File: config.mk
export PLATFORM = sky130hd
export DESIGN_NAME = pid_variable_speed_integral_core
export DESIGN_NICKNAME = d
export VERILOG_FILES = /design/src/pvsi_pkg.sv /design/src/pvsi_mul.sv /design/src/pvsi_div.sv /design/src/pid_variable_speed_integral_core.sv
export VERILOG_INCLUDE_DIRS = /design/src /design/src/src
export SDC_FILE = /design/constraint.sdc
export NUM_CORES = 2
export LEC_CHECK = 0
export BUFFER_PORTS_ARGS = -buffer_cell sky130_fd_sc_hd__buf_2
export CAP_MARGIN = 20
export CORE_AREA = 4 4 258 260
export CTS_CLUSTER_DIAMETER = 50
export DETAILED_ROUTE_END_ITERATION = 8
export DIE_AREA = 0 0 262 264
export PLACE_DENSITY_LB_ADDON = 0.08
export SYNTH_ARGS = -nofsm -noshare
export SYNTH_HDL_FRONTEND = slang
export SYNTH_SLANG_ARGS = --single-unit
File: constraint.sdc
create_clock -name clk -period 6.65 [get_ports clk]
set_input_delay 0 -clock clk [delete_from_list [all_inputs] [get_ports clk]]
set_output_delay 0 -clock clk [all_outputs]
set_load 0.1 [all_outputs]
File: src/pid_variable_speed_integral_core_assert.svh
// ----------------------------------------------------------------------------
// PID core assertion macros
// Shared forms for the concurrent checks of the PID core.
// ----------------------------------------------------------------------------
`ifndef PID_VARIABLE_SPEED_INTEGRAL_CORE_ASSERT_SVH
`define PID_VARIABLE_SPEED_INTEGRAL_CORE_ASSERT_SVH

// Check that cons holds in the same cycle as ante.
`define PVSI_ASSERT_IMPL(lbl, ck, rstn, ante, cons, msg) \
	lbl: assert property (@(posedge ck) disable iff (!rstn) (ante) |-> (cons)) \
		else $error(msg);

// Check that cons holds in the cycle after ante.
`define PVSI_ASSERT_NEXT(lbl, ck, rstn, ante, cons, msg) \
	lbl: assert property (@(posedge ck) disable iff (!rstn) (ante) |=> (cons)) \
		else $error(msg);

`endif

File: src/pvsi_pkg.sv
// ----------------------------------------------------------------------------
// pvsi_pkg
// Widths, register indexes and shared types of the PID core.
// ----------------------------------------------------------------------------
package pvsi_pkg;

	// Serial multiplier operand widths
	localparam int MCAND_W   = 33;
	localparam int MPLIER_W  = 18;
	localparam int PROD_W    = MCAND_W + MPLIER_W;
	localparam int MUL_CNT_W = $clog2(MPLIER_W);

	// Serial divider width (quotient bits)
	localparam int DIV_W     = 16;
	localparam int DIV_CNT_W = $clog2(DIV_W);

	// Register port
	localparam int ADDR_W = 5;
	localparam int DATA_W = 32;

	localparam logic [2:0] REG_PROP   = 3'd0;
	localparam logic [2:0] REG_INTEG  = 3'd1;
	localparam logic [2:0] REG_DERIV  = 3'd2;
	localparam logic [2:0] REG_THR_A  = 3'd3;
	localparam logic [2:0] REG_THR_B  = 3'd4;
	localparam logic [2:0] REG_LIMIT  = 3'd5;

	localparam logic [30:0] LIMIT_RESET = 31'h7FFF_FFFF;

	// Status of an iterative unit
	typedef struct packed {
		logic busy;
		logic done;
	} unit_stat_t;

endpackage

File: src/pvsi_mul.sv
// ----------------------------------------------------------------------------
// pvsi_mul
// Signed shift-add multiplier, one multiplier bit per cycle, MSB weighted
// negative; product valid when done pulses.
// ----------------------------------------------------------------------------
module pvsi_mul (
	input  logic                                clk,
	input  logic                                arst_n,
	input  logic                                start,
	input  logic [pvsi_pkg::MCAND_W-1:0]        mcand,
	input  logic [pvsi_pkg::MPLIER_W-1:0]       mplier,
	output pvsi_pkg::unit_stat_t                stat,
	output logic [pvsi_pkg::PROD_W-1:0]         product
);

	localparam int MW = pvsi_pkg::MCAND_W;
	localparam int YW = pvsi_pkg::MPLIER_W;
	localparam int CW = pvsi_pkg::MUL_CNT_W;
	localparam logic [CW-1:0] LAST = CW'(YW - 1);

	logic [MW-1:0] mcand_q;
	logic [MW:0]   hi_q;
	logic [YW-1:0] lo_q;
	logic [CW-1:0] cnt_q;
	logic          busy_q;
	logic          done_q;
	logic          last_step;
	logic [MW:0]   mcand_ext;
	logic [MW:0]   addend;
	logic [MW:0]   hi_sum;

	// Add or, on the sign bit, subtract the multiplicand
	always_comb begin
		last_step = (cnt_q == LAST);
		mcand_ext = {mcand_q[MW-1], mcand_q};
		if (!lo_q[0]) begin
			addend = '0;
		end else if (last_step) begin
			addend = (MW + 1)'(0) - mcand_ext;
		end else begin
			addend = mcand_ext;
		end
		hi_sum = hi_q + addend;
	end

	// Step control
	always_ff @(posedge clk or negedge arst_n) begin
		if (!arst_n) begin
			busy_q <= 1'b0;
			done_q <= 1'b0;
			cnt_q  <= '0;
		end else begin
			done_q <= busy_q && last_step;
			if (start) begin
				busy_q <= 1'b1;
				cnt_q  <= '0;
			end else if (busy_q) begin
				cnt_q <= cnt_q + CW'(1);
				if (last_step) begin
					busy_q <= 1'b0;
				end
			end
		end
	end

	// Shift the partial product right one bit per step
	always_ff @(posedge clk) begin
		if (start) begin
			mcand_q <= mcand;
			hi_q    <= '0;
			lo_q    <= mplier;
		end else if (busy_q) begin
			hi_q <= {hi_sum[MW], hi_sum[MW:1]};
			lo_q <= {hi_sum[0], lo_q[YW-1:1]};
		end
	end

	assign product   = {hi_q[MW-1:0], lo_q};
	assign stat.busy = busy_q;
	assign stat.done = done_q;

endmodule

File: src/pvsi_div.sv
// ----------------------------------------------------------------------------
// pvsi_div
// Restoring divider for (num << DIV_W) / den with num < den, one quotient
// bit per cycle.
// ----------------------------------------------------------------------------
module pvsi_div (
	input  logic                           clk,
	input  logic                           arst_n,
	input  logic                           start,
	input  logic [pvsi_pkg::DIV_W-1:0]     num,
	input  logic [pvsi_pkg::DIV_W-1:0]     den,
	output pvsi_pkg::unit_stat_t           stat,
	output logic [pvsi_pkg::DIV_W-1:0]     quot
);

	localparam int DW = pvsi_pkg::DIV_W;
	localparam int CW = pvsi_pkg::DIV_CNT_W;
	localparam logic [CW-1:0] LAST = CW'(DW - 1);

	logic [DW-1:0] rem_q;
	logic [DW-1:0] den_q;
	logic [DW-1:0] quot_q;
	logic [CW-1:0] cnt_q;
	logic          busy_q;
	logic          done_q;
	logic [DW:0]   rem_dbl;
	logic [DW:0]   rem_sub;
	logic          fits;

	// Trial subtract of the doubled remainder
	always_comb begin
		rem_dbl = {rem_q, 1'b0};
		rem_sub = rem_dbl - {1'b0, den_q};
		fits    = (rem_dbl >= {1'b0, den_q});
	end

	// Step control
	always_ff @(posedge clk or negedge arst_n) begin
		if (!arst_n) begin
			busy_q <= 1'b0;
			done_q <= 1'b0;
			cnt_q  <= '0;
		end else begin
			done_q <= busy_q && (cnt_q == LAST);
			if (start) begin
				busy_q <= 1'b1;
				cnt_q  <= '0;
			end else if (busy_q) begin
				cnt_q <= cnt_q + CW'(1);
				if (cnt_q == LAST) begin
					busy_q <= 1'b0;
				end
			end
		end
	end

	// Shift in one quotient bit per step
	always_ff @(posedge clk) begin
		if (start) begin
			rem_q  <= num;
			den_q  <= den;
			quot_q <= '0;
		end else if (busy_q) begin
			rem_q  <= fits ? rem_sub[DW-1:0] : rem_dbl[DW-1:0];
			quot_q <= {quot_q[DW-2:0], fits};
		end
	end

	assign quot      = quot_q;
	assign stat.busy = busy_q;
	assign stat.done = done_q;

endmodule

File: src/pid_variable_speed_integral_core.sv
// ----------------------------------------------------------------------------
// pid_variable_speed_integral_core
// Positional PID with error-weighted trapezoidal integral, serial datapath.
// Tick channel (tick_valid/tick_ready, setpoint, measured) takes one control
// tick; result channel (result_valid/result_ready, drive, integ_clamped)
// returns one result per tick. Gains, thresholds and the integral limit must
// be written over the APB port only while no tick is in flight; the core does
// not enforce this. A tick runs the weight step, the divider if the error lies
// on the ramp of the integral weight, then four multiplies and rounding; a new
// tick is taken only once the last has left rounding. The products share one
// multiplier retiring a bit per cycle; the ramp weight uses a serial divider.
// A finished result waits in the output register; while the receiver stalls
// the next tick is still taken and computed, and the core holds it until the
// output register frees. Reset clears the integral, the previous error and
// measurement, and loads the register reset values.
// ----------------------------------------------------------------------------
`include "pid_variable_speed_integral_core_assert.svh"

module pid_variable_speed_integral_core (
	input  logic                              clk,
	input  logic                              arst_n,
	input  logic                              psel,
	input  logic                              penable,
	input  logic                              pwrite,
	input  logic [pvsi_pkg::ADDR_W-1:0]       paddr,
	input  logic [pvsi_pkg::DATA_W-1:0]       pwdata,
	output logic [pvsi_pkg::DATA_W-1:0]       prdata,
	output logic                              pready,
	input  logic                              tick_valid,
	output logic                              tick_ready,
	input  logic signed [15:0]                setpoint,
	input  logic signed [15:0]                measured,
	output logic                              result_valid,
	input  logic                              result_ready,
	output logic signed [31:0]                drive,
	output logic                              integ_clamped
);

	localparam int SUM_W = 49;
	localparam int INC_W = 27;
	localparam logic [16:0] W_ONE = 17'h10000;
	localparam logic [16:0] W_ZERO = 17'h00000;

	localparam logic [3:0] S_IDLE = 4'd0;
	localparam logic [3:0] S_WGT  = 4'd1;
	localparam logic [3:0] S_DIV  = 4'd2;
	localparam logic [3:0] S_MW   = 4'd3;
	localparam logic [3:0] S_MW_W = 4'd4;
	localparam logic [3:0] S_ACC  = 4'd5;
	localparam logic [3:0] S_MP   = 4'd6;
	localparam logic [3:0] S_MP_W = 4'd7;
	localparam logic [3:0] S_MD   = 4'd8;
	localparam logic [3:0] S_MD_W = 4'd9;
	localparam logic [3:0] S_MI   = 4'd10;
	localparam logic [3:0] S_MI_W = 4'd11;
	localparam logic [3:0] S_RND  = 4'd12;

	// Configuration registers
	logic [15:0] prop_q;
	logic [15:0] integ_gain_q;
	logic [15:0] deriv_q;
	logic [15:0] thr_a_q;
	logic [15:0] thr_b_q;
	logic [30:0] limit_q;

	// Controller state
	logic [3:0]  state_q;
	logic [3:0]  state_d;
	logic [31:0] integ_q;
	logic [16:0] last_err_q;
	logic [15:0] last_meas_q;
	logic        result_valid_q;

	// Per-tick working registers
	logic [16:0]      e_q;
	logic [15:0]      mag_q;
	logic [17:0]      s_q;
	logic [16:0]      nd_q;
	logic [16:0]      w_q;
	logic [INC_W-1:0] inc_q;
	logic             clamp_q;
	logic [SUM_W-1:0] sum_q;
	logic [31:0]      drive_q;
	logic             result_clamped_q;

	logic        wr_en;
	logic        tick_xfer;
	logic [16:0] e_w;
	logic [16:0] mag_w;
	logic [17:0] s_w;
	logic [16:0] nd_w;
	logic [16:0] ab_w;
	logic [16:0] mag_ext;
	logic        wgt_use_div;
	logic [15:0] wgt_den;
	logic [16:0] wgt_fix;
	logic [16:0] div_num_w;

	logic                            mul_start;
	logic [pvsi_pkg::MCAND_W-1:0]    mul_mcand;
	logic [pvsi_pkg::MPLIER_W-1:0]   mul_mplier;
	pvsi_pkg::unit_stat_t            mul_stat;
	logic [pvsi_pkg::PROD_W-1:0]     mul_prod;
	logic                            div_start;
	pvsi_pkg::unit_stat_t            div_stat;
	logic [pvsi_pkg::DIV_W-1:0]      div_quot;

	logic [33:0]      acc_sum;
	logic [33:0]      lim_pos;
	logic [33:0]      lim_neg;
	logic             acc_over;
	logic             acc_under;
	logic [SUM_W-1:0] rnd_w;
	logic [32:0]      rnd_int;
	logic [31:0]      sat_w;
	logic             out_free;
	logic             rnd_load;

	// APB register access
	assign pready = 1'b1;
	assign wr_en  = psel && penable && pwrite && pready;

	always_comb begin
		case (paddr[4:2])
			pvsi_pkg::REG_PROP:  prdata = {16'd0, prop_q};
			pvsi_pkg::REG_INTEG: prdata = {16'd0, integ_gain_q};
			pvsi_pkg::REG_DERIV: prdata = {16'd0, deriv_q};
			pvsi_pkg::REG_THR_A: prdata = {16'd0, thr_a_q};
			pvsi_pkg::REG_THR_B: prdata = {16'd0, thr_b_q};
			pvsi_pkg::REG_LIMIT: prdata = {1'b0, limit_q};
			default:             prdata = '0;
		endcase
	end

	// Error, its magnitude, trapezoid sum and negated measurement change
	always_comb begin
		tick_xfer = tick_valid && tick_ready;
		e_w       = {setpoint[15], setpoint} - {measured[15], measured};
		mag_w     = e_w[16] ? (17'd0 - e_w) : e_w;
		s_w       = {e_w[16], e_w} + {last_err_q[16], last_err_q};
		nd_w      = {last_meas_q[15], last_meas_q} - {measured[15], measured};
	end

	// Pick the integral weight: fixed, or a ramp through the divider
	always_comb begin
		ab_w        = {1'b0, thr_a_q} + {1'b0, thr_b_q};
		mag_ext     = {1'b0, mag_q};
		div_num_w   = ab_w - mag_ext;
		wgt_use_div = 1'b0;
		wgt_den     = thr_a_q;
		wgt_fix     = W_ONE;
		if (thr_b_q < thr_a_q) begin
			if (mag_ext <= {1'b0, thr_b_q}) begin
				wgt_fix = W_ONE;
			end else if (mag_ext <= ab_w) begin
				wgt_use_div = 1'b1;
				wgt_den     = thr_a_q;
			end else begin
				wgt_fix = W_ZERO;
			end
		end else if (thr_b_q > thr_a_q) begin
			if (mag_ext <= {1'b0, thr_a_q}) begin
				wgt_fix = W_ZERO;
			end else if (mag_ext <= ab_w) begin
				wgt_use_div = 1'b1;
				wgt_den     = thr_b_q;
			end else begin
				wgt_fix = W_ONE;
			end
		end
	end

	assign div_start = (state_q == S_WGT) && wgt_use_div;

	// Steer the multiplier operands by step
	always_comb begin
		mul_start  = (state_q == S_MW) || (state_q == S_MP) || (state_q == S_MD) ||
			(state_q == S_MI);
		case (state_q)
			S_MW: begin
				mul_mcand  = {{15{s_q[17]}}, s_q};
				mul_mplier = {1'b0, w_q};
			end
			S_MP: begin
				mul_mcand  = {{16{e_q[16]}}, e_q};
				mul_mplier = {{2{prop_q[15]}}, prop_q};
			end
			S_MD: begin
				mul_mcand  = {{16{nd_q[16]}}, nd_q};
				mul_mplier = {{2{deriv_q[15]}}, deriv_q};
			end
			S_MI: begin
				mul_mcand  = {integ_q[31], integ_q};
				mul_mplier = {{2{integ_gain_q[15]}}, integ_gain_q};
			end
			default: begin
				mul_mcand  = '0;
				mul_mplier = '0;
			end
		endcase
	end

	// Add the increment and clamp to the limit
	always_comb begin
		acc_sum   = {{2{integ_q[31]}}, integ_q} + {{(34 - INC_W){inc_q[INC_W-1]}}, inc_q};
		lim_pos   = {3'd0, limit_q};
		lim_neg   = 34'd0 - lim_pos;
		acc_over  = $signed(acc_sum) > $signed(lim_pos);
		acc_under = $signed(acc_sum) < $signed(lim_neg);
	end

	// Round to integer units and saturate to 32 bits
	always_comb begin
		rnd_w   = sum_q + SUM_W'(32768);
		rnd_int = rnd_w[SUM_W-1:16];
		if (rnd_int[32] != rnd_int[31]) begin
			sat_w = rnd_int[32] ? 32'h8000_0000 : 32'h7FFF_FFFF;
		end else begin
			sat_w = rnd_int[31:0];
		end
		out_free = !result_valid_q || result_ready;
		rnd_load = (state_q == S_RND) && out_free;
	end

	// Sequence one tick through the shared units
	always_comb begin
		state_d = state_q;
		case (state_q)
			S_IDLE: if (tick_valid) state_d = S_WGT;
			S_WGT:  state_d = wgt_use_div ? S_DIV : S_MW;
			S_DIV:  if (div_stat.done) state_d = S_MW;
			S_MW:   state_d = S_MW_W;
			S_MW_W: if (mul_stat.done) state_d = S_ACC;
			S_ACC:  state_d = S_MP;
			S_MP:   state_d = S_MP_W;
			S_MP_W: if (mul_stat.done) state_d = S_MD;
			S_MD:   state_d = S_MD_W;
			S_MD_W: if (mul_stat.done) state_d = S_MI;
			S_MI:   state_d = S_MI_W;
			S_MI_W: if (mul_stat.done) state_d = S_RND;
			S_RND:  if (out_free) state_d = S_IDLE;
			default: state_d = S_IDLE;
		endcase
	end

	// Control state, configuration and controller memory
	always_ff @(posedge clk or negedge arst_n) begin
		if (!arst_n) begin
			state_q        <= S_IDLE;
			prop_q         <= '0;
			integ_gain_q   <= '0;
			deriv_q        <= '0;
			thr_a_q        <= '0;
			thr_b_q        <= '0;
			limit_q        <= pvsi_pkg::LIMIT_RESET;
			integ_q        <= '0;
			last_err_q     <= '0;
			last_meas_q    <= '0;
			result_valid_q <= 1'b0;
		end else begin
			state_q <= state_d;
			if (wr_en) begin
				case (paddr[4:2])
					pvsi_pkg::REG_PROP:  prop_q       <= pwdata[15:0];
					pvsi_pkg::REG_INTEG: integ_gain_q <= pwdata[15:0];
					pvsi_pkg::REG_DERIV: deriv_q      <= pwdata[15:0];
					pvsi_pkg::REG_THR_A: thr_a_q      <= pwdata[15:0];
					pvsi_pkg::REG_THR_B: thr_b_q      <= pwdata[15:0];
					pvsi_pkg::REG_LIMIT: limit_q      <= pwdata[30:0];
					default: ;
				endcase
			end
			if (tick_xfer) begin
				last_err_q  <= e_w;
				last_meas_q <= measured;
			end
			if (state_q == S_ACC) begin
				if (acc_over) begin
					integ_q <= lim_pos[31:0];
				end else if (acc_under) begin
					integ_q <= lim_neg[31:0];
				end else begin
					integ_q <= acc_sum[31:0];
				end
			end
			if (rnd_load) begin
				result_valid_q <= 1'b1;
			end else if (result_ready) begin
				result_valid_q <= 1'b0;
			end
		end
	end

	// Working registers of the tick in flight
	always_ff @(posedge clk) begin
		if (tick_xfer) begin
			e_q   <= e_w;
			mag_q <= mag_w[15:0];
			s_q   <= s_w;
			nd_q  <= nd_w;
		end
		if ((state_q == S_WGT) && !wgt_use_div) begin
			w_q <= wgt_fix;
		end
		if ((state_q == S_DIV) && div_stat.done) begin
			w_q <= {1'b0, div_quot};
		end
		if ((state_q == S_MW_W) && mul_stat.done) begin
			inc_q <= INC_W'(mul_prod[35:0] + 36'd256 >> 9);
		end
		if (state_q == S_ACC) begin
			clamp_q <= acc_over || acc_under;
		end
		if ((state_q == S_MP_W) && mul_stat.done) begin
			sum_q <= {mul_prod[40:0], 8'd0};
		end
		if ((state_q == S_MD_W) && mul_stat.done) begin
			sum_q <= sum_q + {mul_prod[40:0], 8'd0};
		end
		if ((state_q == S_MI_W) && mul_stat.done) begin
			sum_q <= sum_q + mul_prod[SUM_W-1:0];
		end
		if (rnd_load) begin
			drive_q          <= sat_w;
			result_clamped_q <= clamp_q;
		end
	end

	pvsi_mul u_mul (
		.clk     (clk),
		.arst_n  (arst_n),
		.start   (mul_start),
		.mcand   (mul_mcand),
		.mplier  (mul_mplier),
		.stat    (mul_stat),
		.product (mul_prod)
	);

	pvsi_div u_div (
		.clk    (clk),
		.arst_n (arst_n),
		.start  (div_start),
		.num    (div_num_w[15:0]),
		.den    (wgt_den),
		.stat   (div_stat),
		.quot   (div_quot)
	);

	assign tick_ready    = (state_q == S_IDLE);
	assign result_valid  = result_valid_q;
	assign drive         = drive_q;
	assign integ_clamped = result_clamped_q;

	// Checks
	`PVSI_ASSERT_IMPL(a_load_free, clk, arst_n, rnd_load, !result_valid_q || result_ready, "output register overwritten while a result waits")
	`PVSI_ASSERT_NEXT(a_tick_starts, clk, arst_n, tick_xfer, state_q == S_WGT, "accepted tick did not start the weight step")
	`PVSI_ASSERT_IMPL(a_mul_free, clk, arst_n, mul_start, !mul_stat.busy, "multiplier restarted while busy")
	`PVSI_ASSERT_IMPL(a_div_free, clk, arst_n, div_start, !div_stat.busy, "divider restarted while busy")
	`PVSI_ASSERT_IMPL(a_mul_done_wait, clk, arst_n, mul_stat.done, (state_q == S_MW_W) || (state_q == S_MP_W) || (state_q == S_MD_W) || (state_q == S_MI_W), "product finished outside a wait step")

endmodule

==> impl_metrics.env <==
export IMPL_outcome="finished clean"
export IMPL_drive_gt1_share_pct=10.74
export IMPL_grt_pass1_vias=30390
export IMPL_area_growth_syn_to_layout_pct=12.19
export IMPL_syn_area_per_cell_sq_um=9.111
export IMPL_yosysSeqAreaShare_pct=36.88
export IMPL_netlist_area_sq_mm=0.03837
export IMPL_critPathMaxFanout=16
export IMPL_fin_setup_tns_ns=0
export IMPL_finalClockSkew_ns=0.03529
export IMPL_post_cts_resized=0
export IMPL_drc=0
export IMPL_syn_num_nets=4682
export IMPL_nNetsFinal=4836
export IMPL_p_per_area_mw_per_mm2=487.4
export IMPL_dp_hpwl_um=79540
export IMPL_wl_um=105000
export IMPL_synthCells=4212
export IMPL_chipHeight_um=264
export IMPL_clockRootBuffer="clkbuf_16"
export IMPL_synth_top_cell_area_share_pct=21.52
export IMPL_ctsLongestPathBuffers=3
export IMPL_dieWidth_um=262
export IMPL_grt_pass1_wl_um=165500
export IMPL_rows=93
export IMPL_worstMarginPinSlew_ns=1.219
export IMPL_clk_latency_ns=0.62
export IMPL_num_vias=32040
export IMPL_hp_class="in2async"
export IMPL_dieArea_sq_mm=0.06917
export IMPL_yosys_top_cells_area="edfxtp_1 (22%), ha_1 (13%), dfrtp_1 (11%)"
export IMPL_finalSetupViolCount=0
export IMPL_layout_common_cells="nand2_1 (406), ha_1 (384), nor2_1 (336)"
export IMPL_clk_pin_slew_worst_paths_ns=0.06
export IMPL_ys_async_sr_fraction_pct=37.38
export IMPL_fin_crit_sh_pct=86.46
export IMPL_fmax_mhz=173.9
export IMPL_synth_ff_type="edfxtp_1"
export IMPL_total_leakage_power_nw=18.60
export IMPL_critPathKind="reg2reg"
export IMPL_netlist_cell_type_count=102
export IMPL_required_ns=6.88
export IMPL_ys_warn_count=0
export IMPL_rsz0062_at_grt="false"
export IMPL_groute_usage_overall_pct=29.90
export IMPL_grt_max_degree=91
export IMPL_postRouteAntennaNets=0
export IMPL_wl_per_cell_um=19.89
export IMPL_synth_top_area_cell="edfxtp_1"
export IMPL_boundaryPins=144
export IMPL_htreeDepth=3
export IMPL_clkSinkCount=519
export IMPL_period_minus_slack_ns=5.750
export IMPL_mostFrequentLayoutCell="nand2_1"
export IMPL_numCtsBuffers=72
export IMPL_core_sq_mm=0.06412
export IMPL_via_per_inst=6.067
export IMPL_relSlewSlack_pct=18.27
export IMPL_cts_tree="yes"
export IMPL_port_buffers=138
export IMPL_grt_ovfl_total=0
export IMPL_ir_drop_uv=347.9
export IMPL_antenna_found_initial=2
export IMPL_hold_violations=0
export IMPL_synth_edf_count=275
export IMPL_final_area_sq_mm=0.04305
export IMPL_slew_violations=0
export IMPL_start_kind="flip-flop"
export IMPL_crit_path_end_kind="flip-flop"
export IMPL_first_pass_iters=5
export IMPL_ys_ff_latch=519
export IMPL_max_cap_violations=0
export IMPL_drt_iter0_markers=2426
export IMPL_gp_congestion=0.9476
export IMPL_cp_data_arrival_time_ns=5.98
export IMPL_start_util_pct=59.85
export IMPL_place_area_sq_mm=0.03996
-- flip-flops by register name, indices dropped and copies added (netlist names), 17 cells and up --
register,count
drive,32
e_q,17
inc_q,27
integ_q,32
last_err_q,17
limit_q,31
nd_q,17
s_q,18
sum_q,49
u_mul.hi_q,33
u_mul.lo_q,18
u_mul.mcand_q,32
w_q,17
-- cells in the mapped netlist (all sizes together) (33+ instances only) --
| cell | count |
|---|---|
| inv | 235 |
| nand2b | 40 |
| xor2 | 127 |
| mux2 | 64 |
| ha | 384 |
| nor2b | 52 |
| a21oi | 297 |
| and2 | 61 |
| edfxtp | 275 |
| and3 | 33 |
| nor3 | 73 |
| dfrtp | 163 |
| a22oi | 82 |
| nand2 | 409 |
| a211oi | 78 |
| mux2i | 38 |
| a21o | 117 |
| o21a | 48 |
| nor2 | 348 |
| a31oi | 35 |
| dfxtp | 50 |
| nand4 | 50 |
| nand3 | 92 |
| clkbuf | 141 |
| o21ai | 335 |
| xnor2 | 199 |
-- metal layers --
metal | vias to the layer above | track usage, % | routed length (um) | part of all wire [%]
met2 | 971 | 48.26 | 48200 | 46
li1 | 15680 | - | - | -
met5 | - | 0 | 11 | 0.010
met3 | 208 | 5.493 | 7190 | 6.8
met4 | 2 | 10.12 | 3634 | 3.5
met1 | 15180 | 40.75 | 46020 | 44
-- critical path, stage by stage (launching register included) --
cell and delay [ns]:
dfrtp_1 0.46, ha_1 0.27, fa_1 0.41, nor2b_1 0.15
o21bai_1 0.15, a21oi_1 0.09, nor2_1 0.17, o31ai_1 0.15
nand2_1 0.09, a21oi_1 0.06, or2_2 0.29, xnor2_1 0.15
ha_1 0.40, nand4_1 0.12, nor2_1 0.17, o21ai_0 0.13
a311oi_1 0.30, a2111oi_0 0.12, a211o_1 0.36, o21ai_0 0.46
nand3_1 0.21, nand2b_1 0.66
-- where the power goes --
group,internal (W),total [W],switching [W]
logic,0.00464,0.0113,0.00667
registers,0.00466,0.00572,0.00107
clock network,0.00237,0.00395,0.00158
-- layout make-up --
cell class / count / area [sq um]
antenna: 2 / 5.005
clock buffer: 87 / 1984
clock inverter: 45 / 471.7
fill: 5256 / 21060
inverter: 236 / 885.9
multi-input combinational: 3298 / 22830
sequential: 519 / 14150
tap: 855 / 1070
timing repair buffer: 239 / 1650
-- logic make-up (layout without fill, tap and decap cells) --
family / count (synthesis) / after routing / synth area share [%]
AND/OR/NAND/NOR: 1247 / 1247 / 15.23
multiplexers: 102 / 102 / 2.869
buffers and inverters: 395 / 607 / 3.958
XOR/XNOR: 326 / 326 / 7.460
other: 2 / 4 / 0.01957
adder cells (fa/ha/maj): 394 / 394 / 13.04
flip-flops: 519 / 519 / 36.88
AO/OA/AOI/OAI: 1227 / 1227 / 20.54
-- metrics by stage --
stage | hold slack, ns | instances | utilization, % | power [W] | worst slack [ns]
after floorplan | -0.2956 | 4212 | - | 0.01408 | 1.588
after global placement | 0.1368 | 5087 | 62.32 | 0.01663 | 1.128
after detailed placement | 0.1473 | 5087 | 62.32 | 0.01682 | 1.007
after CTS | 0.005190 | 5275 | 67.03 | 0.02091 | 0.9832
after global routing | 0.05598 | 5279 | 67.14 | 0.02265 | 0.4665
final | 0.03572 | 5281 | 67.15 | 0.02098 | 0.9003
-- repair_timing --
item / in CTS / in global routing
hold buffers: 56 / 0
setup endpoints to repair: 0 / 0
hold endpoints to repair: 232 / 0
setup buffers: 0 / 0
-- worst paths after layout --
kind | from | slack (ns) | endpoint | cells after the start
max | thr_a_q[0]$_DFFE_PN0P_ | 0.90 | w_q[4]$_SDFFCE_PN0P_ | 21
min | arst_n | 0.04 | thr_a_q[11]$_DFFE_PN0P_ | 2
max reg2reg | thr_a_q[0]$_DFFE_PN0P_ | 0.90 | w_q[4]$_SDFFCE_PN0P_ | 21
min reg2reg | u_mul.hi_q[31]$_SDFFE_PN0P_ | 0.47 | u_mul.hi_q[31]$_SDFFE_PN0P_ | 2
max in group asynchronous | arst_n | 5.29 | u_mul.cnt_q[4]$_DFFE_PN0P_ | 3
min in group clk | setpoint[5] | 0.04 | e_q[5]$_DFFE_PP_ | 3
Power figures use the tool's default switching activity.
